===== config.mk =====
export PLATFORM = sky130hd
export DESIGN_NAME = tcr_isqrt
export DESIGN_NICKNAME = d
export VERILOG_FILES = /design/src/sv/tcr_pkg.sv /design/src/sv/tcr_isqrt.sv
export SDC_FILE = /design/constraint.sdc
export NUM_CORES = 1
export LEC_CHECK = 0
export BUFFER_PORTS_ARGS = -buffer_cell sky130_fd_sc_hd__buf_2
export CAP_MARGIN = 20
export CORE_ASPECT_RATIO = 0.5
export CORE_UTILIZATION = 45
export CTS_CLUSTER_SIZE = 20
export DETAILED_ROUTE_END_ITERATION = 10
export PLACE_DENSITY = 0.73
export SYNTH_ARGS = -nofsm -noshare
export SYNTH_HDL_FRONTEND = slang
export SYNTH_SLANG_ARGS = --single-unit

===== constraint.sdc =====
create_clock -name i_clk -period 13 [get_ports i_clk]
set_clock_uncertainty 0.2 [all_clocks]
set_input_delay 0 -clock i_clk [delete_from_list [all_inputs] [get_ports i_clk]]
set_output_delay 0 -clock i_clk [all_outputs]
set_load 0.05 [all_outputs]

===== src/sv/tcr_pkg.sv =====
// Types, constants and the arctangent table of the tilt compensated range unit.
package tcr_pkg;

    localparam int DW      = 36;
    localparam int SQW     = 58;
    localparam int ROOTW   = 29;
    localparam int ITW     = 5;
    localparam int MAX_ITER = 24;

    localparam logic signed [DW-1:0] ANG_PI      = 36'sd3373259426;
    localparam logic signed [DW-1:0] ANG_HALF_PI = 36'sd1686629713;
    localparam logic signed [DW-1:0] CORDIC_GAIN = 36'sh026DD3B6A;

    typedef enum logic [3:0] {
        ST_IDLE, ST_QMUL, ST_QFORM, ST_SQMUL, ST_SQSTART, ST_PSQRT, ST_PCORD,
        ST_RCORD, ST_CHECK, ST_TMUL, ST_TSQRT, ST_COS, ST_AMUL, ST_AOUT
    } t_state;

    typedef struct packed {
        logic start;
        logic vectoring;
    } t_cordic_req;

    function automatic logic signed [DW-1:0] atan_at(input logic [ITW-1:0] idx);
        logic signed [DW-1:0] v;
        case (idx)
            5'd0:    v = 36'sh03243F6A8;
            5'd1:    v = 36'sh01DAC6705;
            5'd2:    v = 36'sh00FADBAFC;
            5'd3:    v = 36'sh007F56EA6;
            5'd4:    v = 36'sh003FEAB76;
            5'd5:    v = 36'sh001FFD55B;
            5'd6:    v = 36'sh000FFFAAA;
            5'd7:    v = 36'sh0007FFF55;
            5'd8:    v = 36'sh0003FFFEA;
            5'd9:    v = 36'sh0001FFFFD;
            5'd10:   v = 36'sh0000FFFFF;
            5'd11:   v = 36'sh00007FFFF;
            5'd12:   v = 36'sh00003FFFF;
            5'd13:   v = 36'sh00001FFFF;
            5'd14:   v = 36'sh00000FFFF;
            5'd15:   v = 36'sh000007FFF;
            5'd16:   v = 36'sh000003FFF;
            5'd17:   v = 36'sh000001FFF;
            5'd18:   v = 36'sh000000FFF;
            5'd19:   v = 36'sh0000007FF;
            5'd20:   v = 36'sh0000003FF;
            5'd21:   v = 36'sh0000001FF;
            5'd22:   v = 36'sh0000000FF;
            5'd23:   v = 36'sh00000007F;
            default: v = '0;
        endcase
        return v;
    endfunction

    function automatic logic signed [15:0] to_q12(input logic signed [DW-1:0] z);
        logic signed [DW-1:0] t;
        logic signed [15:0]   r;
        t = (z + 36'sd131072) >>> 18;
        if (t > 36'sd32767) begin
            r = 16'sh7FFF;
        end else if (t < -36'sd32768) begin
            r = 16'sh8000;
        end else begin
            r = t[15:0];
        end
        return r;
    endfunction

endpackage


===== src/sv/tcr_isqrt.sv =====
// Iterative integer square root, one result bit per cycle.
module tcr_isqrt (
    input  logic                         i_clk,
    input  logic                         i_rst_n,
    input  logic                         i_start,
    input  logic [tcr_pkg::SQW-1:0]      i_op,
    output logic                         o_done,
    output logic [tcr_pkg::ROOTW-1:0]    o_root
);
    logic                      r_busy;
    logic                      r_done;
    logic [tcr_pkg::SQW-1:0]   r_v;
    logic [tcr_pkg::SQW-1:0]   r_res;
    logic [tcr_pkg::SQW-1:0]   r_bit;
    logic [tcr_pkg::SQW-1:0]   trial;

    assign trial = r_res + r_bit;

    always_ff @(posedge i_clk) begin
        if (!i_rst_n) begin
            r_busy <= 1'b0;
            r_done <= 1'b0;
        end else begin
            r_done <= 1'b0;
            if (i_start) begin
                r_busy <= 1'b1;
            end else if (r_busy && (r_bit == tcr_pkg::SQW'(1))) begin
                r_busy <= 1'b0;
                r_done <= 1'b1;
            end
        end
    end

    always_ff @(posedge i_clk) begin
        if (i_start) begin
            r_v   <= i_op;
            r_res <= '0;
            r_bit <= tcr_pkg::SQW'(1) << (tcr_pkg::SQW - 2);
        end else if (r_busy) begin
            if (r_v >= trial) begin
                r_v   <= r_v - trial;
                r_res <= (r_res >> 1) + r_bit;
            end else begin
                r_res <= r_res >> 1;
            end
            r_bit <= r_bit >> 2;
        end
    end

    assign o_done = r_done;
    assign o_root = r_res[tcr_pkg::ROOTW-1:0];
endmodule


==> results.json, run 1 <==
{
  "status": "complete, no violations",
  "max-slew-margin-rel": 0.240,
  "path_max_fanout": 58,
  "io_buffers": 90,
  "p_leak_nw": 6.17,
  "fin_nets": 1990,
  "start_util": 0.459,
  "placedInstanceArea_um2": 14200,
  "antenna_found_initial": 0,
  "worstSetupEndpointType": "flop",
  "clockBufferDepth": 2,
  "drive_gt1_frac": 0.108,
  "pre_cts_slack_ps": 6010,
  "cts.sinks": 147,
  "die_x_um": 251,
  "areaGrowthSynthToFinish_pct": 12.4,
  "p_per_area_nw_per_um2": 179,
  "via_per_inst": 6.01,
  "final_area_um2": 15700,
  "finalSetupViolations": 0,
  "dp_hpwl_um": 28500,
  "yosysSeqAreaShare": 0.252,
  "tns_ps": 0,
  "max_cap_violations": 0,
  "coreArea_um2": 30400,
  "clk_pin_slew_worst_paths_ps": 70,
  "synth-async-reset-ratio": 0,
  "die_h_um": 127,
  "required_ps": 12880,
  "avgSynthCellArea_um2": 8.07,
  "cts_tree": "yes",
  "rsz0062_at_grt": "false",
  "rows": 45,
  "max-vdd-ir-drop_uv": 78.8,
  "layout.cells.non_filler": 2222,
  "final_max_slew_viol_count": 0,
  "arrival_ps": 6990,
  "place_inst": 2097,
  "hold_viol_final": 0,
  "synth_edf_count": 58,
  "gp_congestion": 0.951,
  "post_cts_buffers": 0,
  "firstDrtPassIters": 7,
  "netlist_instances": 1729,
  "diodes": 0,
  "postSynthNetCount": 1909,
  "cts-buffers-inserted": 17,
  "synth_warnings": 0,
  "antenna_left": 0,
  "worst_slew_pin_slew_ps": 1130,
  "syn_area_um2": 14000,
  "drc": 0,
  "ioPinCount": 91,
  "vias": 13400,
  "wl_per_cell_um": 17.5,
  "min_path_type": "in -> reg",
  "ys_seq_elements": 147,
  "worst_setup_path_start_kind": "flop",
  "ys.flop_type": "dfxtp_1",
  "fmax_mhz": 141,
  "fin_ws_ps": 5890,
  "synth.distinct_cells": 97,
  "htree_levels": 4,
  "grt_pass1_vias": 12200,
  "die_area_um2": 31800,
  "wl_um": 39000,
  "grt-ovfl-total": 0,
  "finalCritPeriodShare": 0.547,
  "drtIter0Drc": 1213,
  "grtUsageTotal": 0.242,
  "critPathKind": "reg -> reg",
  "clk_latency_ps": 450,
  "cts_root_buf": "clkbuf_16",
  "grt_max_degree": 78,
  "grt_pass1_wl_um": 62400,
  "period_needed_ps": 7110
}
[layout by cell type, fill, tap and decap left out, types with 5 or more instances in the layout]
| cell type | instances |
|---|---|
| a211oi_1 | 38 |
| a211oi_2 | 5 |
| a21boi_0 | 7 |
| a21o_1 | 50 |
| a21oi_1 | 94 |
| a221oi_1 | 5 |
| a311oi_1 | 15 |
| a31o_2 | 16 |
| a31oi_1 | 56 |
| and2_1 | 9 |
| and3_1 | 12 |
| buf_2 | 89 |
| buf_4 | 7 |
| clkbuf_16 | 17 |
| dfxtp_1 | 88 |
| dlygate4sd3_1 | 93 |
| edfxtp_1 | 58 |
| ha_1 | 118 |
| inv_1 | 30 |
| mux2i_1 | 37 |
| nand2_1 | 205 |
| nand2b_1 | 12 |
| nand3_1 | 30 |
| nand4_1 | 43 |
| nor2_1 | 164 |
| nor2b_1 | 11 |
| nor3_1 | 24 |
| nor3b_1 | 5 |
| nor4_1 | 15 |
| o211ai_1 | 11 |
| o21a_1 | 11 |
| o21ai_0 | 151 |
| o21ai_1 | 6 |
| o21bai_1 | 13 |
| o22ai_1 | 5 |
| o31ai_1 | 10 |
| or2_2 | 7 |
| or3_1 | 14 |
| xnor2_1 | 62 |
| xor2_1 | 76 |
[metrics by stage]
stage	total power, mW	hold slack, ps	utilization
3_3_place_gp	2.23	47.3	0.467
6_report	2.80	47.0	0.516
2_1_floorplan	1.95	-47.5	-
5_1_grt	2.99	94.8	0.516
4_1_cts	2.77	9.44	0.516
3_5_place_dp	2.23	53.2	0.467
[cell families after synthesis]
kind of cell	share of synthesized area
simple gates	0.195
compound gates	0.265
buf+inv	0.0630
flops	0.252
xor+xnor	0.0866
fa+ha+maj	0.107
mux	0.0311
[synthesized netlist by cell type (all sizes together), types with 6 or more instances]
| master | count | area (um^2) |
|---|---|---|
| or2 | 7 | 43.8 |
| edfxtp | 58 | 1740 |
| a21boi | 8 | 60.1 |
| and2 | 11 | 71.3 |
| a21oi | 95 | 479 |
| a311oi | 17 | 161 |
| ha | 118 | 1480 |
| nor4 | 18 | 140 |
| and3 | 12 | 75.1 |
| buf | 60 | 465 |
| clkbuf | 66 | 254 |
| mux2i | 37 | 370 |
| xor2 | 76 | 666 |
| o211ai | 11 | 82.6 |
| nand3 | 30 | 150 |
| or3 | 15 | 98.8 |
| o21ai | 160 | 812 |
| nand2 | 207 | 780 |
| xnor2 | 62 | 543 |
| a31oi | 57 | 372 |
| nor3b | 6 | 50.1 |
| a211oi | 43 | 348 |
| nand4 | 43 | 269 |
| nor2b | 12 | 77.6 |
| o21a | 11 | 82.6 |
| inv | 30 | 113 |
| o31ai | 14 | 143 |
| nand2b | 12 | 75.1 |
| nor2 | 164 | 616 |
| nor3 | 24 | 120 |
| dfxtp | 89 | 1780 |
| a21o | 52 | 399 |
| o21bai | 13 | 97.6 |
| a31o | 17 | 158 |
[path summary, 6_finish.rpt]
check / startpoint / to / slack, ps / depth (start not counted)
setup / recovery: r_res[10]$_SDFFE_PP0P_ / r_v[2]$_DFFE_PP_ / 5890 / 21
hold reg to reg: r_res[0]$_SDFFE_PP0P_ / r_res[0]$_SDFFE_PP0P_ / 310 / 2
setup reg to reg: r_res[10]$_SDFFE_PP0P_ / r_v[2]$_DFFE_PP_ / 5890 / 21
hold / removal: i_start / r_v[56]$_DFFE_PP_ / 50 / 4
[report_power, final]
group	switching, mW	internal [mW]	total (mW)	leakage, nW
combinational	0.984	0.633	1.62	4.59
sequential	0.0912	0.621	0.712	1.31
clock	0.226	0.249	0.474	0.275
total	1.30	1.50	2.80	6.17
[worst max-delay path, stage by stage (launching register included)]
cell	delay, ps
dfxtp_1	540
ha_1	330
a31o_2	290
a221o_1	390
a21o_4	230
a31o_4	260
o41ai_4	410
o41ai_4	140
a21oi_2	260
mux2_4	340
a2111oi_4	300
ha_1	310
nand4_1	200
nor2_1	350
nand4_1	140
o41a_1	350
nand2_1	120
a31o_2	130
buf_4	420
nand2_1	180
nand2_2	110
buf_4	630
[sequential cells by signal (all words and copies together) (netlist names)]
signal	count
r_busy	1
r_bit	29
r_v	58
o_done	1
r_res	58
[final cells by class]
| class | instances | area, um^2 |
|---|---|---|
| clock buffer | 17 | 425 |
| clock inverter | 15 | 116 |
| fill | 2899 | 14700 |
| inverter | 31 | 116 |
| multi-input combinational | 1423 | 9560 |
| sequential | 147 | 3530 |
| tap | 399 | 499 |
| timing repair buffer | 190 | 1440 |
[what timing repair did]
item / 4_1_cts / 5_1_grt
resized for setup: 0 / 0
hold buffers: 93 / 0
endpoints found under the hold margin: 60 / 0
[metal layers]
layer,vias to the layer above,GRT usage,share of wire
met5,-,0,0
met4,0,0.0925,0.028
met3,75,0.0429,0.065
met2,448,0.398,0.46
met1,6298,0.317,0.45
li1,6535,-,-
Power figures use the tool's default switching activity.
==> run 2: changes to the inputs <==
==> constraint.sdc (replaced) <==
create_clock -name i_clk -period 7.1 [get_ports i_clk]
set_clock_uncertainty 0.2 [all_clocks]
set_input_delay 0 -clock i_clk [delete_from_list [all_inputs] [get_ports i_clk]]
set_output_delay 0 -clock i_clk [all_outputs]
set_load 0.05 [all_outputs]
==> run 2 against run 1 <==
Effect of this change: cell count grew 0.32%; register-to-register slack lost 5200 ps; maximum frequency grew 11%; routed wire length grew 0.90%; first-iteration DRC count grew 3.8%; via count is essentially flat; critical endpoint is now r_res[27]$_SDFFE_PP0P_.
==> results.json, run 2 (synthesis gave the netlist of run 1 again) <==
{
  "wl_per_cell_um": 17.7,
  "drtIter0Drc": 1259,
  "start_util": 0.459,
  "met2_usage": 0.407,
  "max-vdd-ir-drop_uv": 158,
  "crit_path_top_delay_cell": "dfxtp_1",
  "worstSetupEndpointType": "flop",
  "areaGrowthSynthToFinish_pct": 13.5,
  "drive_gt1_frac": 0.109,
  "dp_hpwl_um": 28000,
  "finalSetupViolations": 0,
  "placedInstanceArea_um2": 14300,
  "finalPower_mw": 5.27,
  "fmax_mhz": 156,
  "cts_root_buf": "clkbuf_16",
  "max-slew-margin-rel": 0.460,
  "switching_share": 0.450,
  "ff2ff_path_depth": 21,
  "antenna_found_initial": 0,
  "grt_use_met3": 0.0480,
  "finalCritPeriodShare": 0.900,
  "grtUsageTotal": 0.244,
  "crit_buf_inv": 1,
  "clockBufferDepth": 2,
  "final_util": 0.521,
  "cts_tree": "yes",
  "clk_pin_slew_worst_paths_ps": 70,
  "wl_um": 39300,
  "p_per_area_nw_per_um2": 333,
  "crit_family": "compound AO/OA/AOI/OAI gates",
  "top_regs": "r_res (58), r_v (58), r_bit (29)",
  "final_max_slew_viol_count": 0,
  "die_area_um2": 31800,
  "rows": 45,
  "cts_resized": 0,
  "via_per_inst": 5.99,
  "coreArea_um2": 30400,
  "grt_pass1_wl_um": 62600,
  "multi_input_area_um2": 9560,
  "worst_slew_pin_slew_ps": 806,
  "max_cap_violations": 0,
  "p_int_mw": 2.90,
  "path_max_fanout": 38,
  "whs_ps": 152,
  "power_frac_seq": 0.246,
  "rsz0062_at_grt": "false",
  "comb_power_share": 0.567,
  "drc": 0,
  "htree_levels": 4,
  "regArea_um2": 3530,
  "p_clk_frac": 0.187,
  "gp_congestion": 0.959,
  "die_h_um": 127,
  "critPathKind": "reg -> reg",
  "arrival_ps": 6560,
  "io_buffers": 90,
  "nFillCells": 2831,
  "critPathMaxStageDelay_ps": 530,
  "cp_num_cells": 21,
  "hold_path_depth": 3,
  "period_needed_ps": 6390,
  "final_area_um2": 15800,
  "grt-ovfl-total": 0,
  "fin_nets": 1997,
  "firstDrtPassIters": 5,
  "required_ps": 7270,
  "crit_chain": "ha_1 > a31o_2 > a221o_1 > a21o_4 > a31o_4 > o41ai_4 > o41ai_4 > a21oi_2 > mux2_4 > a2111oi_4 > ha_1 > nand4_1 > nor2_1 > nand4_1 > o41a_1 > nand2_1 > a31o_2 > buf_4 > o21ai_0 > xor2_1 > a211oi_1",
  "die_x_um": 251,
  "min_path_type": "in -> reg",
  "grt.busiest_layer": "met2",
  "grt_pass1_vias": 12100,
  "clk_latency_ps": 460,
  "grt_max_degree": 72,
  "mostFrequentLayoutCell": "nand2_1",
  "hold_viol_final": 0,
  "cts.sinks": 147,
  "worst_setup_path_start_kind": "flop",
  "cts-buffers-inserted": 17,
  "vias": 13300,
  "ioPinCount": 91,
  "p_leak_nw": 6.25,
  "diodes": 0,
  "met1_usage": 0.318,
  "antenna_left": 0,
  "layout_common_cells": "205 x nand2_1, 164 x nor2_1, 151 x o21ai_0",
  "tns_ps": 0,
  "switchingPower_mw": 2.37,
  "status": "complete, no violations"
}
[run 2: layout make-up]
cell class,instances,share of cell area
tap,399,0.0315
multi-input combinational,1423,0.603
timing repair buffer,197,0.0963
clock buffer,21,0.0305
clock inverter,11,0.00869
sequential,147,0.223
inverter,31,0.00734
[run 2: power by group through the flow]
stage | clock network (mW) | logic, mW | registers [mW]
after floorplan | 0 | 2.33 | 1.24
after global placement | 0 | 2.75 | 1.31
after detailed placement | 0 | 2.78 | 1.31
after CTS | 0.996 | 2.92 | 1.30
after global routing | 1.03 | 3.27 | 1.32
final | 0.985 | 2.99 | 1.30
[run 2: worst min-delay path, stage by stage]
cell and delay [ps]:
dlygate4sd3_1 530, buf_2 110, and3_1 140
[run 2: metrics by stage]
| stage | setup slack, ps | std cells |
|---|---|---|
| final | 708 | 2229 |
| after global routing | 306 | 2229 |
| after CTS | 761 | 2229 |
| after detailed placement | 789 | 2101 |
| after global placement | 954 | 2101 |
| after floorplan | 407 | 1729 |
[run 2: final timing paths]
check | start | end | slack (ps)
max | r_res[10]$_SDFFE_PP0P_ | r_res[27]$_SDFFE_PP0P_ | 710
min | i_rst_n | o_done$_SDFF_PP0_ | 150
max reg2reg | r_res[10]$_SDFFE_PP0P_ | r_res[27]$_SDFFE_PP0P_ | 710
min reg2reg | r_res[0]$_SDFFE_PP0P_ | r_res[0]$_SDFFE_PP0P_ | 310
[run 2: per-layer routing]
layer	share of wire	up-vias
li1	-	6570
met1	0.45	6269
met2	0.46	434
met3	0.063	70
met4	0.023	0
met5	0	-
[run 2: timing repair]
item,CTS,global route
setup buffers,0,0
hold buffers,96,0
endpoints found under the hold margin,68,0
