`config.mk`:
```
export PLATFORM = sky130hd
export DESIGN_NAME = tcr_cordic
export DESIGN_NICKNAME = d
export VERILOG_FILES = /design/src/sv/tcr_pkg.sv /design/src/sv/tcr_cordic.sv
export SDC_FILE = /design/constraint.sdc
export NUM_CORES = 1
export LEC_CHECK = 0
export BUFFER_PORTS_ARGS = -buffer_cell sky130_fd_sc_hd__buf_2
export CAP_MARGIN = 25
export CORE_ASPECT_RATIO = 2
export CORE_MARGIN = 2
export CORE_UTILIZATION = 30
export CTS_CLUSTER_SIZE = 30
export DETAILED_ROUTE_END_ITERATION = 16
export PLACE_DENSITY = 0.54
export RECOVER_POWER = 25
export SLEW_MARGIN = 20
export SYNTH_ARGS = -nofsm -noshare
export SYNTH_HDL_FRONTEND = slang
export SYNTH_SLANG_ARGS = --single-unit
export TNS_END_PERCENT = 5
```
`constraint.sdc`:
```
create_clock -name i_clk -period 7.9 [get_ports i_clk]
set_clock_uncertainty 0.05 [all_clocks]
set_input_delay 0.79 -clock i_clk [delete_from_list [all_inputs] [get_ports i_clk]]
set_output_delay 0.79 -clock i_clk [all_outputs]
set_load 0.005 [all_outputs]
```
`src/sv/tcr_pkg.sv`:
```
// Types, constants and the arctangent table of the tilt compensated range unit.
package tcr_pkg;

    localparam int DW      = 36;
    localparam int SQW     = 58;
    localparam int ROOTW   = 29;
    localparam int ITW     = 5;
    localparam int MAX_ITER = 24;

    localparam logic signed [DW-1:0] ANG_PI      = 36'sd3373259426;
    localparam logic signed [DW-1:0] ANG_HALF_PI = 36'sd1686629713;
    localparam logic signed [DW-1:0] CORDIC_GAIN = 36'sh026DD3B6A;

    typedef enum logic [3:0] {
        ST_IDLE, ST_QMUL, ST_QFORM, ST_SQMUL, ST_SQSTART, ST_PSQRT, ST_PCORD,
        ST_RCORD, ST_CHECK, ST_TMUL, ST_TSQRT, ST_COS, ST_AMUL, ST_AOUT
    } t_state;

    typedef struct packed {
        logic start;
        logic vectoring;
    } t_cordic_req;

    function automatic logic signed [DW-1:0] atan_at(input logic [ITW-1:0] idx);
        logic signed [DW-1:0] v;
        case (idx)
            5'd0:    v = 36'sh03243F6A8;
            5'd1:    v = 36'sh01DAC6705;
            5'd2:    v = 36'sh00FADBAFC;
            5'd3:    v = 36'sh007F56EA6;
            5'd4:    v = 36'sh003FEAB76;
            5'd5:    v = 36'sh001FFD55B;
            5'd6:    v = 36'sh000FFFAAA;
            5'd7:    v = 36'sh0007FFF55;
            5'd8:    v = 36'sh0003FFFEA;
            5'd9:    v = 36'sh0001FFFFD;
            5'd10:   v = 36'sh0000FFFFF;
            5'd11:   v = 36'sh00007FFFF;
            5'd12:   v = 36'sh00003FFFF;
            5'd13:   v = 36'sh00001FFFF;
            5'd14:   v = 36'sh00000FFFF;
            5'd15:   v = 36'sh000007FFF;
            5'd16:   v = 36'sh000003FFF;
            5'd17:   v = 36'sh000001FFF;
            5'd18:   v = 36'sh000000FFF;
            5'd19:   v = 36'sh0000007FF;
            5'd20:   v = 36'sh0000003FF;
            5'd21:   v = 36'sh0000001FF;
            5'd22:   v = 36'sh0000000FF;
            5'd23:   v = 36'sh00000007F;
            default: v = '0;
        endcase
        return v;
    endfunction

    function automatic logic signed [15:0] to_q12(input logic signed [DW-1:0] z);
        logic signed [DW-1:0] t;
        logic signed [15:0]   r;
        t = (z + 36'sd131072) >>> 18;
        if (t > 36'sd32767) begin
            r = 16'sh7FFF;
        end else if (t < -36'sd32768) begin
            r = 16'sh8000;
        end else begin
            r = t[15:0];
        end
        return r;
    endfunction

endpackage

```
`src/sv/tcr_cordic.sv`:
```
// Iterative CORDIC unit, one micro-rotation per cycle, in vectoring or rotation mode.
module tcr_cordic #(
    parameter int ITER = 16
) (
    input  logic                              i_clk,
    input  logic                              i_rst_n,
    input  tcr_pkg::t_cordic_req              i_req,
    input  logic signed [tcr_pkg::DW-1:0]     i_x,
    input  logic signed [tcr_pkg::DW-1:0]     i_y,
    input  logic signed [tcr_pkg::DW-1:0]     i_z,
    output logic                              o_done,
    output logic signed [tcr_pkg::DW-1:0]     o_x,
    output logic signed [tcr_pkg::DW-1:0]     o_z
);
    localparam int N = (ITER > tcr_pkg::MAX_ITER) ? tcr_pkg::MAX_ITER : ITER;

    logic                          r_busy;
    logic                          r_done;
    logic                          r_vec;
    logic                          r_zero;
    logic [tcr_pkg::ITW-1:0]       r_i;
    logic signed [tcr_pkg::DW-1:0] r_x;
    logic signed [tcr_pkg::DW-1:0] r_y;
    logic signed [tcr_pkg::DW-1:0] r_z;
    logic signed [tcr_pkg::DW-1:0] xs;
    logic signed [tcr_pkg::DW-1:0] ys;
    logic signed [tcr_pkg::DW-1:0] at;
    logic                          dir;

    assign xs  = r_x >>> r_i;
    assign ys  = r_y >>> r_i;
    assign at  = tcr_pkg::atan_at(r_i);
    assign dir = r_vec ? (r_y <= 0) : (r_z >= 0);

    always_ff @(posedge i_clk) begin
        if (!i_rst_n) begin
            r_busy <= 1'b0;
            r_done <= 1'b0;
            r_i    <= '0;
        end else begin
            r_done <= 1'b0;
            if (i_req.start) begin
                r_busy <= 1'b1;
                r_i    <= '0;
            end else if (r_busy) begin
                if (r_i == tcr_pkg::ITW'(N - 1)) begin
                    r_busy <= 1'b0;
                    r_done <= 1'b1;
                end
                r_i <= r_i + 1'b1;
            end
        end
    end

    always_ff @(posedge i_clk) begin
        if (i_req.start) begin
            r_vec  <= i_req.vectoring;
            r_zero <= i_req.vectoring && (i_x == 0) && (i_y == 0);
            if (i_req.vectoring && (i_x < 0)) begin
                r_x <= -i_x;
                r_y <= -i_y;
                r_z <= (i_y >= 0) ? tcr_pkg::ANG_PI : -tcr_pkg::ANG_PI;
            end else begin
                r_x <= i_x;
                r_y <= i_y;
                r_z <= i_req.vectoring ? '0 : i_z;
            end
        end else if (r_busy) begin
            if (dir) begin
                r_x <= r_x - ys;
                r_y <= r_y + xs;
                r_z <= r_z - at;
            end else begin
                r_x <= r_x + ys;
                r_y <= r_y - xs;
                r_z <= r_z + at;
            end
        end
    end

    assign o_done = r_done;
    assign o_x    = r_x;
    assign o_z    = r_zero ? '0 : r_z;
endmodule

```
==> metrics.md, run 1 <==
| Metric | Value |
|---|---|
| Peak VDD IR | ~0.00021 V |
| Required time worst endpoint | 8.05 ns |
| Die height | 378 um |
| Period utilisation layout | approximately 91% |
| Final WS setup | approximately 0.69 ns |
| Final #Nets | approximately 2900 |
| Worst Hold Class | input port to register |
| Final hold violation count | 0 |
| Fin crit period | 7.21 ns |
| Post-synth cell types | about 110 |
| Worst r2r src | r_i[2] |
| GP Congestion | between 1 and 1.5 |
| Starting density of the core | a little under a third |
| Relative slew margins | -140% |
| Clock power share | approximately 7.6% |
| Placed cell count | 3509 |
| Commonest cells in the netlist | 231 x a21oi_1, 208 x nand2_1, 204 x o21ai_0, 194 x nor2_1, 143 x xnor2_1 |
| Total power | roughly 12 mW |
| Fmax | between 100 and 150 MHz |
| FP Rows | ~140 |
| Post-synthesis cell count | between 2000 and 2500 |
| Failing checks | capacitance limit, slew limit |
| Vias in the first global route | ~22000 |
| Post-synth ARST share | 0% |
| Die area | between 0.07 and 0.08 sq mm |
| Core Util, Final | 33.8% |
| Arrival @ worst endpoint | roughly 7.4 ns |
| Post-synth top flop | edfxtp_1 |
| Vias per inst | 6.05 |
| Core ar. | roughly 0.070 sq mm |
| Drt total wl | 102 mm |
| Max-cap violation count | 5 |
| Hold Path End | r_z[29] |
| Combinational power share | between 70 and 80% |
| Placed cell area | 0.0229 sq mm |
| WHS | ~0.53 ns |
| Num CTS Buffers | 17 |
| Reg-to-reg slack, setup | approximately 0.69 ns |
| H-tree depth | 4 |
| IO buf count | about 180 |
| RSZ-0062 raised after global routing | no |
| Hpwl dp | roughly 80 mm |
| Setup TNS | 0 ns |
| Critical path startpoint | r_i[2] |
| Yosys top cell by area | edfxtp_1 |
| Root buf cell | clkbuf_16 |
| Pre-CTS setup slack | 0.717 ns |
| CTS resizes | 0 |
| Crit Path Class | register to register |
| Mapped cell area | 0.0210 sq mm |
| Synth Area per Inst | 8.42 sq um |
| Worst Hold Launch | i_z[29] |
| CTS tree | yes |
| Drt wl/cell | around 29 um |
| CTS sink cnt | about 150 |
| DRC viols | 0 |
| GRT Overall Usage | 28.0% |
| Initial DRT Pass Iterations | 5 |
| DRT antenna net count | 0 |
| Vias | 21468 |
| Largest net degree at the start of global routing | 88 |
| Top-area cell type share of the netlist area | 15.7% |
| Die W | ~190 um |
| Io pins | between 150 and 200 |
| Grt total ovfl | 0 |
| Fraction of layout cells with a size suffix above 1 | around 18% |
| Leakage power | 8.93 nW |
| Worst Setup End Kind | register |
| Synth top area cells | edfxtp_1 16%, mux4_2 7.6%, ha_1 7.1%, xnor2_1 6.0%, a21oi_1 5.5% |
| Clk_lat worst skew | approximately 0.5 ns |
| Ys Warns | 0 |
| Critical path fanouts, max | 47 |
| Syn-to-layout area delta | 12.0% |
| Most common cell in the netlist | a21oi_1 |
| R2r endpoint | o_x[35] |
| Slew @ Worst Pin | 3.59 ns |
| Pint | between 5 and 6 mW |
| Status | finished, violations left |
| Net switching power | between 6 and 7 mW |
| Post-Syn Nets | between 2000 and 3000 |
| Post-synth EDFFs | 110 |
| R2R depth | 24 |
| Sw Share | between 50% and 60% |
| Clock slew seen by the registers of the worst setup and hold paths | approximately 0.09 ns |
| Max-slew violations | 260 |
| Clk buf depth | 2 |
| Sequential share of power | a little under a fifth |
| Yosys reg bits | about 150 |
| Post-route cell area | 0.0235 sq mm |
| Antenna violations before repair | 6 |
| Initial DRC Count | around 1900 |
| Filler-free cell count of the finished design | between 3000 and 4000 |
| Setup violators final | 0 |
| Startpoint types | register |
| Hold-fix buffers at CTS | 0 |
| First-pass GRT wire length | 147 mm |
| Hold Path Stages | 3 |
| Post-synthesis sequential area ratio | 19.3% |
| PwrDens | ~510 mW/mm^2 |
==> cells by family (layout without fill, tap and decap cells) <==
logic type / after synthesis / after routing / share of synthesized area [%]
xor gates and xnor gates: 253 / 253 / 10.6
other: 0 / 6 / 0
buffers and inverters: 204 / 350 / 4.74
and+or+nand+nor: 757 / 757 / 18.4
AOI/OAI and AO/OA: 789 / 789 / 23.9
DFF: 147 / 147 / 19.3
muxes: 221 / 221 / 15.7
adders and majority gates: 123 / 123 / 7.44
==> worst max-delay path: stages, from the launching register on <==
cell and delay, ns:
dfxtp_4 0.80, buf_4 0.41, mux2i_1 0.53, a22o_1 0.34, nor2_1 0.14, a221oi_1 0.43
nand3_1 0.16, nor3_2 0.35, nand4_2 0.25, nor2_1 0.28, nor3_1 0.07, o21ai_1 0.23
a21boi_0 0.23, ha_1 0.31, a21oi_1 0.21, nor3b_1 0.30, a31o_2 0.22, nor2_1 0.04
a41o_1 0.24, a21oi_1 0.24, a21oi_1 0.13, and4_1 0.21, a2111oi_0 0.47, xnor2_1 0.18
a21oi_1 0.08
==> repair_timing <==
action | in CTS | in global routing
buffers inserted | 0 | 1
setup endpoints to repair | 0 | 1
hold endpoints to repair | 0 | 0
==> cell usage in the layout (no fill, tap or decap), types with 10 or more instances in the layout <==
cell type,n
a211oi_1,17
a21o_1,39
a21oi_1,231
a221oi_1,13
a22oi_1,12
a31oi_1,29
and2_1,17
and3_1,25
buf_2,155
buf_4,62
clkbuf_1,36
clkbuf_16,17
dfxtp_1,32
edfxtp_1,110
ha_1,120
inv_1,56
mux2_2,55
mux2i_1,79
mux4_2,71
nand2_1,208
nand2b_1,37
nand3_1,34
nor2_1,193
nor2b_1,56
nor3_1,56
nor3b_1,11
nor4_1,16
o211ai_1,10
o21a_1,19
o21ai_0,203
o21bai_1,22
o22ai_1,25
o31ai_1,29
or2_2,11
or3_1,20
or4_1,11
xnor2_1,143
xor2_1,110
==> final cells by class <==
class / count / area (sq um)
Antenna cell: 6 / 15.0
Clock buffer: 17 / 425
Clock inverter: 15 / 206
Fill cell: 7480 / 46100
Inverter: 60 / 225
Multi-Input combinational cell: 2143 / 16000
Sequential cell: 147 / 4060
Tap cell: 903 / 1130
Timing Repair Buffer: 258 / 1470
==> registers in the layout, indices dropped and copies added (netlist names) <==
signal  flops
r_z        36
r_busy      1
r_i         5
at         30
r_y        36
r_zero      1
o_done      1
r_vec       1
o_x        36
==> worst max-delay path by stage <==
stage          endpoint  slack (ns)  cells past startpoint
2_1_floorplan   o_x[35]        1.97                     26
3_3_place_gp    r_y[33]        0.89                     22
3_5_place_dp    o_x[35]        0.72                     24
4_1_cts         o_x[35]        0.69                     24
5_1_grt         o_x[35]        0.10                     24
6_report        o_x[35]        0.69                     24
==> routing by layer <==
metal	share of wire [%]	vias up	GRT usage, %	routed length, um
met5	0.020	-	0	20
met4	8.7	2	21.7	8890
met3	6.4	367	5.11	6530
met2	51	1025	50.0	52000
met1	34	10380	28.7	34700
li1	-	9694	-	-
==> power groups by stage <==
stage | sequential (mW) | combinational [mW] | clock [mW]
2_1_floorplan | 1.67 | 6.37 | 0
3_3_place_gp | 2.21 | 8.69 | 0
3_5_place_dp | 2.20 | 8.66 | 0
4_1_cts | 2.19 | 8.74 | 0.933
5_1_grt | 2.24 | 9.71 | 0.949
6_report | 2.26 | 8.85 | 0.911
No activity file was read; power rests on OpenSTA's default activity.
==> run 2, diff against run 1 <==
Settings changed: CORE_MARGIN 2 to not set.
==> run 2 against run 1 <==
The flow still finishes with violations (capacitance limit, slew limit). Final cell count up 0.68%. Via count up 1.7%. Combinational power up 7.0%. Setup slack worse by 0.33 ns. Wire length up 4.3%. Fmax down 4.4%. Utilization up 0.64 points. Sequential share of layout area down 0.16 points. Critical path depth unchanged. Critical path type unchanged. Critical endpoint unchanged. Largest cell class unchanged. Highest routed layer unchanged.
==> metrics.md, run 2 (synthesis gave the netlist of run 1 again) <==
| Metric | Value |
|---|---|
| Period utilisation layout | 95.5% (+4.2 points) |
| Antenna violations before repair | 6 (unchanged) |
| Post-route cell area | 0.0237 sq mm (+0.92%) |
| Drt total wl | 107 mm (+4.3%) |
| Met2 routed WL | 55.3 mm (+6.5%) |
| Arrival @ worst endpoint | 7.61 ns (+0.25 ns) |
| Setup TNS | 0 ns (unchanged) |
| Worst Hold Class | input port to register |
| Initial DRT Pass Iterations | 6 (+1) |
| Most frequent cells in the layout | 231 x a21oi_1, 208 x nand2_1, 202 x o21ai_0 |
| FP Rows | 136 (-0.73%) |
| Final WS setup | 0.355 ns (-0.333 ns) |
| Worst Setup End Kind | register |
| Hold Path Stages | 3 (unchanged) |
| Max-cap violation count | 4 (-1) |
| Top sig layer | met5 |
| Starting density of the core | 30.5% (+0.30 points) |
| Hpwl dp | 83.7 mm (+6.5%) |
| Pre-CTS setup slack | 0.498 ns (-0.219 ns) |
| Clock slew seen by the registers of the worst setup and hold paths | 0.08 ns (about the same) |
| Failing checks | capacitance limit, slew limit |
| DRT antenna net count | 0 (unchanged) |
| Required time worst endpoint | 7.96 ns (-0.09 ns) |
| Final hold violation count | 0 (unchanged) |
| Die height | 376 um (-0.53%) |
| Syn-to-layout area delta | 13.0% |
| Fmax | 133 MHz (-4.4%) |
| Placed cell area | 0.0232 sq mm (+1.1%) |
| DRT met1 WL | 35.8 mm (+3.1%) |
| R2R depth | 24 (unchanged) |
| Sw Share | 54.6% (+0.66 points) |
| Largest net degree at the start of global routing | 78 (-11%) |
| PwrDens | 524 mW/mm^2 (+2.6%) |
| Fraction of layout cells with a size suffix above 1 | 18.8% (+1.2 points) |
| Relative slew margins | -131% (+8.2 points) |
| Leakage power | 9.10 nW (+1.8%) |
| Vias in the first global route | 22059 (+0.69%) |
| Vias per inst | 6.11 (+1.0%) |
| Max-slew violations | 204 (-22%) |
| Placed cell count | 3536 (+0.77%) |
| Sequential share of power | 17.2% (-1.6 points) |
| IO buf count | 184 (unchanged) |
| Met3 WL | 5.30 mm (-19%) |
| First-pass GRT wire length | 151 mm (+3.1%) |
| Net switching power | 6.80 mW (+4.8%) |
| Pint | 5.65 mW (+2.1%) |
| Crit Path Class | register to register |
| Grt total ovfl | 0 (unchanged) |
| Clk buf depth | 2 (unchanged) |
| Num CTS Buffers | 17 (unchanged) |
| Status | finished, violations left |
| Clk_lat worst skew | 0.50 ns (about the same) |
| Fin crit period | 7.55 ns (+0.333 ns) |
| Startpoint types | register |
| Die W | 189 um (-1.0%) |
| Combinational power share | 76.0% (+2.4 points) |
| CTS tree | yes |
| Total power | 12.4 mW (+3.5%) |
| GP Congestion | 1.01 (-4.4%) |
| Clock power share | 6.8% (-0.8 points) |
| Critical path fanouts, max | 38 (-19%) |
| Drt wl/cell | 29.8 um (+3.6%) |
| Setup violators final | 0 (unchanged) |
| Filler-free cell count of the finished design | 3573 (+0.68%) |
| Die area | 0.0711 sq mm (-1.6%) |
| Peak VDD IR | 0.000210 V (+1.7%) |
| Vias | 21836 (+1.7%) |
| DRC viols | 0 (unchanged) |
| Io pins | 185 (unchanged) |
| Commonest non-fill, non-tap cell in the layout | a21oi_1 |
| Final #Nets | 2894 (+1.1%) |
| GRT Overall Usage | 29.7% (+1.7 points) |
| Slew @ Worst Pin | 3.47 ns (-0.122 ns) |
| Initial DRC Count | 1849 (-0.54%) |
| Core ar. | 0.0689 sq mm (-0.97%) |
| Root buf cell | clkbuf_16 |
| CTS sink cnt | 147 (unchanged) |
| CTS resizes | 0 (unchanged) |
| Core Util, Final | 34.4% (+0.64 points) |
| RSZ-0062 raised after global routing | no |
| Post-CTS Setup Inserts | 0 (unchanged) |
| WHS | 0.511 ns (-0.0181 ns) |
| Hold-fix buffers at CTS | 0 (unchanged) |
| H-tree depth | 4 (unchanged) |
==> run 2: cell count changes in the layout (fill, tap and decap cells not counted), sizes merged <==
cell	delta
buf	+37
clkbuf	-5
inv	+4
clkinv	-2
diode	-2
bufinv	-1
clkinvlp	-1
==> run 2: power groups by stage <==
stage                     registers (mW)  logic (mW)  clock network, mW
final                               2.14        9.47              0.845
after global placement              2.10        9.13                  0
after floorplan                     1.67        6.37                  0
after global routing                2.13        10.2              0.888
after CTS                           2.09        9.32              0.865
after detailed placement            2.09        9.24                  0
==> run 2: final timing paths <==
path,from,end,slack (ns)
worst max-delay path,r_i[1],o_x[35],0.35
worst min-delay path,i_rst_n,r_i[0],0.51
worst max register to register,r_i[1],o_x[35],0.35
worst min register to register,r_busy,r_busy,0.57
==> run 2: worst max-delay path: stages, from the launching register on <==
cell and delay, ns:
dfxtp_4 0.74, buf_12 0.31, nand2b_1 0.49, o221ai_1 0.54, o21ai_0 0.84, o21ai_0 0.44, nor3_4 0.32, nand4_2 0.17
nor2_1 0.18, nor3_1 0.06, o21ai_1 0.24, a21boi_0 0.21, ha_1 0.26, a21oi_1 0.18, nor3b_1 0.30, a31o_2 0.23
nor2_1 0.04, a41o_1 0.25, a21oi_1 0.20, a21oi_1 0.11, and4_1 0.21, a2111oi_0 0.38, buf_4 0.18, xnor2_1 0.10
a21oi_1 0.08
==> run 2: routing by layer <==
metal	track usage, %	vias up
li1	-	9752
met1	29.3	10667
met2	54.3	1067
met3	3.90	346
met4	25.5	4
met5	0	-
==> run 2: cell type report <==
cell class / count / area (sq um)
sequential: 147 / 4060
tap: 897 / 1120
inverter: 60 / 225
fill: 7206 / 45200
multi-input combinational: 2143 / 16000
clock inverter: 15 / 161
clock buffer: 17 / 425
antenna: 4 / 10.0
timing repair buffer: 290 / 1730
==> run 3, diff against run 2 <==
Settings changed: REMOVE_ABC_BUFFERS set to 1.
==> run 3 against run 2 <==
The run still ends with capacitance limit, slew limit left. First-iteration DRC count down 19%. Combinational power down 0.8%. Utilization up 0.43 points. Via count down 1.5%. Die area unchanged. Final cell count up 1.1%. Sequential power about the same. Hold slack worse by 0.011 ns. Flip-flop and latch count unchanged.
==> metrics.md, run 3 (synthesis gave the netlist of run 1 again) <==
| Metric | Value |
|---|---|
| Clock power share | 7.4% (+0.6 points) |
| Layout fillers | 7237 (+0.43%) |
| CP max stage delay | 0.71 ns (-0.13 ns) |
| DRT antenna net count | 0 (unchanged) |
| Syn-to-layout area delta | 14.4% |
| Vias in the first global route | 22002 (-0.26%) |
| Post-route cell area | 0.0240 sq mm (+1.2%) |
| Final #Nets | 2934 (+1.4%) |
| GRT Overall Usage | 29.1% (-0.62 points) |
| Most used cell, CP | o21ai_0 |
| Combinational power share | 75.5% (-0.5 points) |
| FP Rows | 136 (unchanged) |
| WP depth | 23 (-4.2%) |
| Slowest CP cell | mux4_1 |
| Fin crit period | 7.55 ns (+0.00489 ns) |
| Required time worst endpoint | 8.09 ns (+0.13 ns) |
| Max-cap violation count | 3 (-1) |
| Io pins | 185 (unchanged) |
| Hold Path Stages | 3 (unchanged) |
| CTS tree | yes |
| Sequential share of power | 17.1% (about the same) |
| Commonest non-fill, non-tap cell in the layout | a21oi_1 |
| Hold-fix buffers at CTS | 0 (unchanged) |
| Initial DRC Count | 1503 (-19%) |
| Storage cell area | 0.00406 sq mm (unchanged) |
| Placed cell area | 0.0234 sq mm (+1.1%) |
| Clk buf depth | 2 (unchanged) |
| Pint | 5.78 mW (+2.4%) |
| Core ar. | 0.0689 sq mm (unchanged) |
| Clk_lat worst skew | 0.52 ns (+0.02 ns) |
| Sw Share | 53.5% (-1.1 points) |
| Root buf cell | clkbuf_16 |
| DRC viols | 0 (unchanged) |
| Status | finished, violations left |
| Critical path fanouts, max | 33 (-13%) |
| Peak VDD IR | 0.000260 V (+24%) |
| Largest net degree at the start of global routing | 70 (-10%) |
| Total power | 12.4 mW (-0.12%) |
| Worst r2r src | r_i[2] |
| Leakage power | 9.26 nW (+1.8%) |
| Net switching power | 6.65 mW (-2.2%) |
| Reg-to-reg slack, setup | 0.35 ns (about the same) |
| Drt wl/cell | 28.8 um (-3.5%) |
| Starting density of the core | 30.5% (unchanged) |
| Die W | 189 um (unchanged) |
| Worst Hold Class | input port to register |
| Period utilisation layout | 95.6% (about the same) |
| CTS sink cnt | 147 (unchanged) |
| Slew @ Worst Pin | 3.23 ns (-0.245 ns) |
| Die height | 376 um (unchanged) |
| Startpoint types | register |
| Crit path buf inv count | 3 (+1) |
| Critical path's top delay family | simple AND/OR/NAND/NOR gates |
| Relative slew margins | -115% (+16 points) |
| Vias | 21500 (-1.5%) |
| Fraction of layout cells with a size suffix above 1 | 19.7% (+0.90 points) |
| Setup violators final | 0 (unchanged) |
| R2r endpoint | r_y[32] |
| Worst Hold Launch | i_z[0] |
| Grt total ovfl | 0 (unchanged) |
| First-pass GRT wire length | 149 mm (-1.3%) |
| Hpwl dp | 81.5 mm (-2.6%) |
| GP Congestion | 1.07 (+5.7%) |
| Arrival @ worst endpoint | 7.74 ns (+0.13 ns) |
| Worst path cell trace | buf_4, mux4_1, mux2i_1, o21ai_0, nor3_2, nand4_2, nor3_2, nor3b_4, a21oi_1, xnor2_1, ha_1, a21oi_1, nand3_1, o21ai_0, buf_4, o21ai_0, nand2b_1, a311oi_1, buf_4, o21ai_0, or3_1, nand2_1, o21ai_0 |
| Max-slew violations | 128 (-37%) |
| H-tree depth | 4 (unchanged) |
| Area of the multi-input gates | 0.0160 sq mm (about the same) |
| Drt total wl | 104 mm (-2.5%) |
| Failing checks | capacitance limit, slew limit |
| Final hold violation count | 0 (unchanged) |
| Num CTS Buffers | 17 (unchanged) |
| R2R depth | 23 (-4.2%) |
| Antenna violations before repair | 6 (unchanged) |
| Initial DRT Pass Iterations | 8 (+2) |
| Crit Path Class | register to register |
| PwrDens | 517 mW/mm^2 (-1.3%) |
| Die area | 0.0711 sq mm (unchanged) |
| Vias per inst | 5.95 (-2.6%) |
| IO buf count | 184 (unchanged) |
| Fmax | 132 MHz (about the same) |
| Most frequent cells in the layout | 231 x a21oi_1, 207 x nand2_1, 203 x o21ai_0 |
| Clock slew seen by the registers of the worst setup and hold paths | 0.08 ns (about the same) |
| Worst Setup End Kind | register |
| Hold Path End | r_z[0] |
run 3: cell types whose count changed in the layout (fill, tap and decap cells not counted), sizes merged:
cell,before,now
buf,259,286
diode,4,3
inv,68,67
bufinv,0,1
clkbuf,48,61
run 3: how the worst max path moves through the flow:
stage	start	end	slack, ns
floorplan	r_i[1]	o_x[35]	-2.45
global placement	r_i[1]	r_y[34]	0.26
detailed placement	r_i[1]	r_y[32]	0.30
CTS	r_i[1]	r_y[32]	0.24
global route	r_i[2]	r_y[34]	-0.02
finish	r_i[2]	r_y[32]	0.35
run 3: final cells by class:
class	count	area share (%)
diodes	3	0.0312
clock buffers	17	1.77
clock inverters	15	0.765
inverters	60	0.937
multi-input cells	2143	66.6
flip-flops and latches	147	16.9
well taps	897	4.67
repair buffers	330	8.32
run 3: power groups by stage:
stage,clock network [mW],registers [mW],logic (mW)
global placement,0,2.10,9.11
floorplan,0,1.70,6.31
CTS,0.933,2.09,9.27
detailed placement,0,2.09,9.21
finish,0.916,2.13,9.39
global route,0.948,2.14,10.2
run 3: metal layers:
| metal | share of wire (%) | wire [um] | up-vias | GRT usage (%) |
|---|---|---|---|---|
| met2 | 52 | 53600 | 884 | 52.9 |
| li1 | - | - | 9810 | - |
| met4 | 9.6 | 10000 | 6 | 24.8 |
| met3 | 5.5 | 5670 | 340 | 5.39 |
| met1 | 33 | 34500 | 10460 | 28.1 |
| met5 | 0.039 | 41 | - | 0 |
run 3: stage by stage:
stage	setup TNS [ns]	cells	worst slack [ns]	hold WS, ns	util (%)
2_1_floorplan	-85.55	2350	-2.45	0.500	-
3_3_place_gp	0	3573	0.262	0.555	34.0
3_5_place_dp	0	3574	0.297	0.560	34.0
4_1_cts	0	3606	0.237	0.474	34.9
5_1_grt	-0.0211	3611	-0.0211	0.517	34.9
6_report	0	3612	0.350	0.500	34.9
run 3: worst min-delay path: stages:
cell	delay, ns
buf_2	0.07
nand2_1	0.04
o21ai_0	0.06
run 3: what timing repair did:
item | 4_1_cts | 5_1_grt
endpoints found under the setup margin | 0 | 2
buffers inserted | 0 | 1
gates resized for setup | 0 | 1
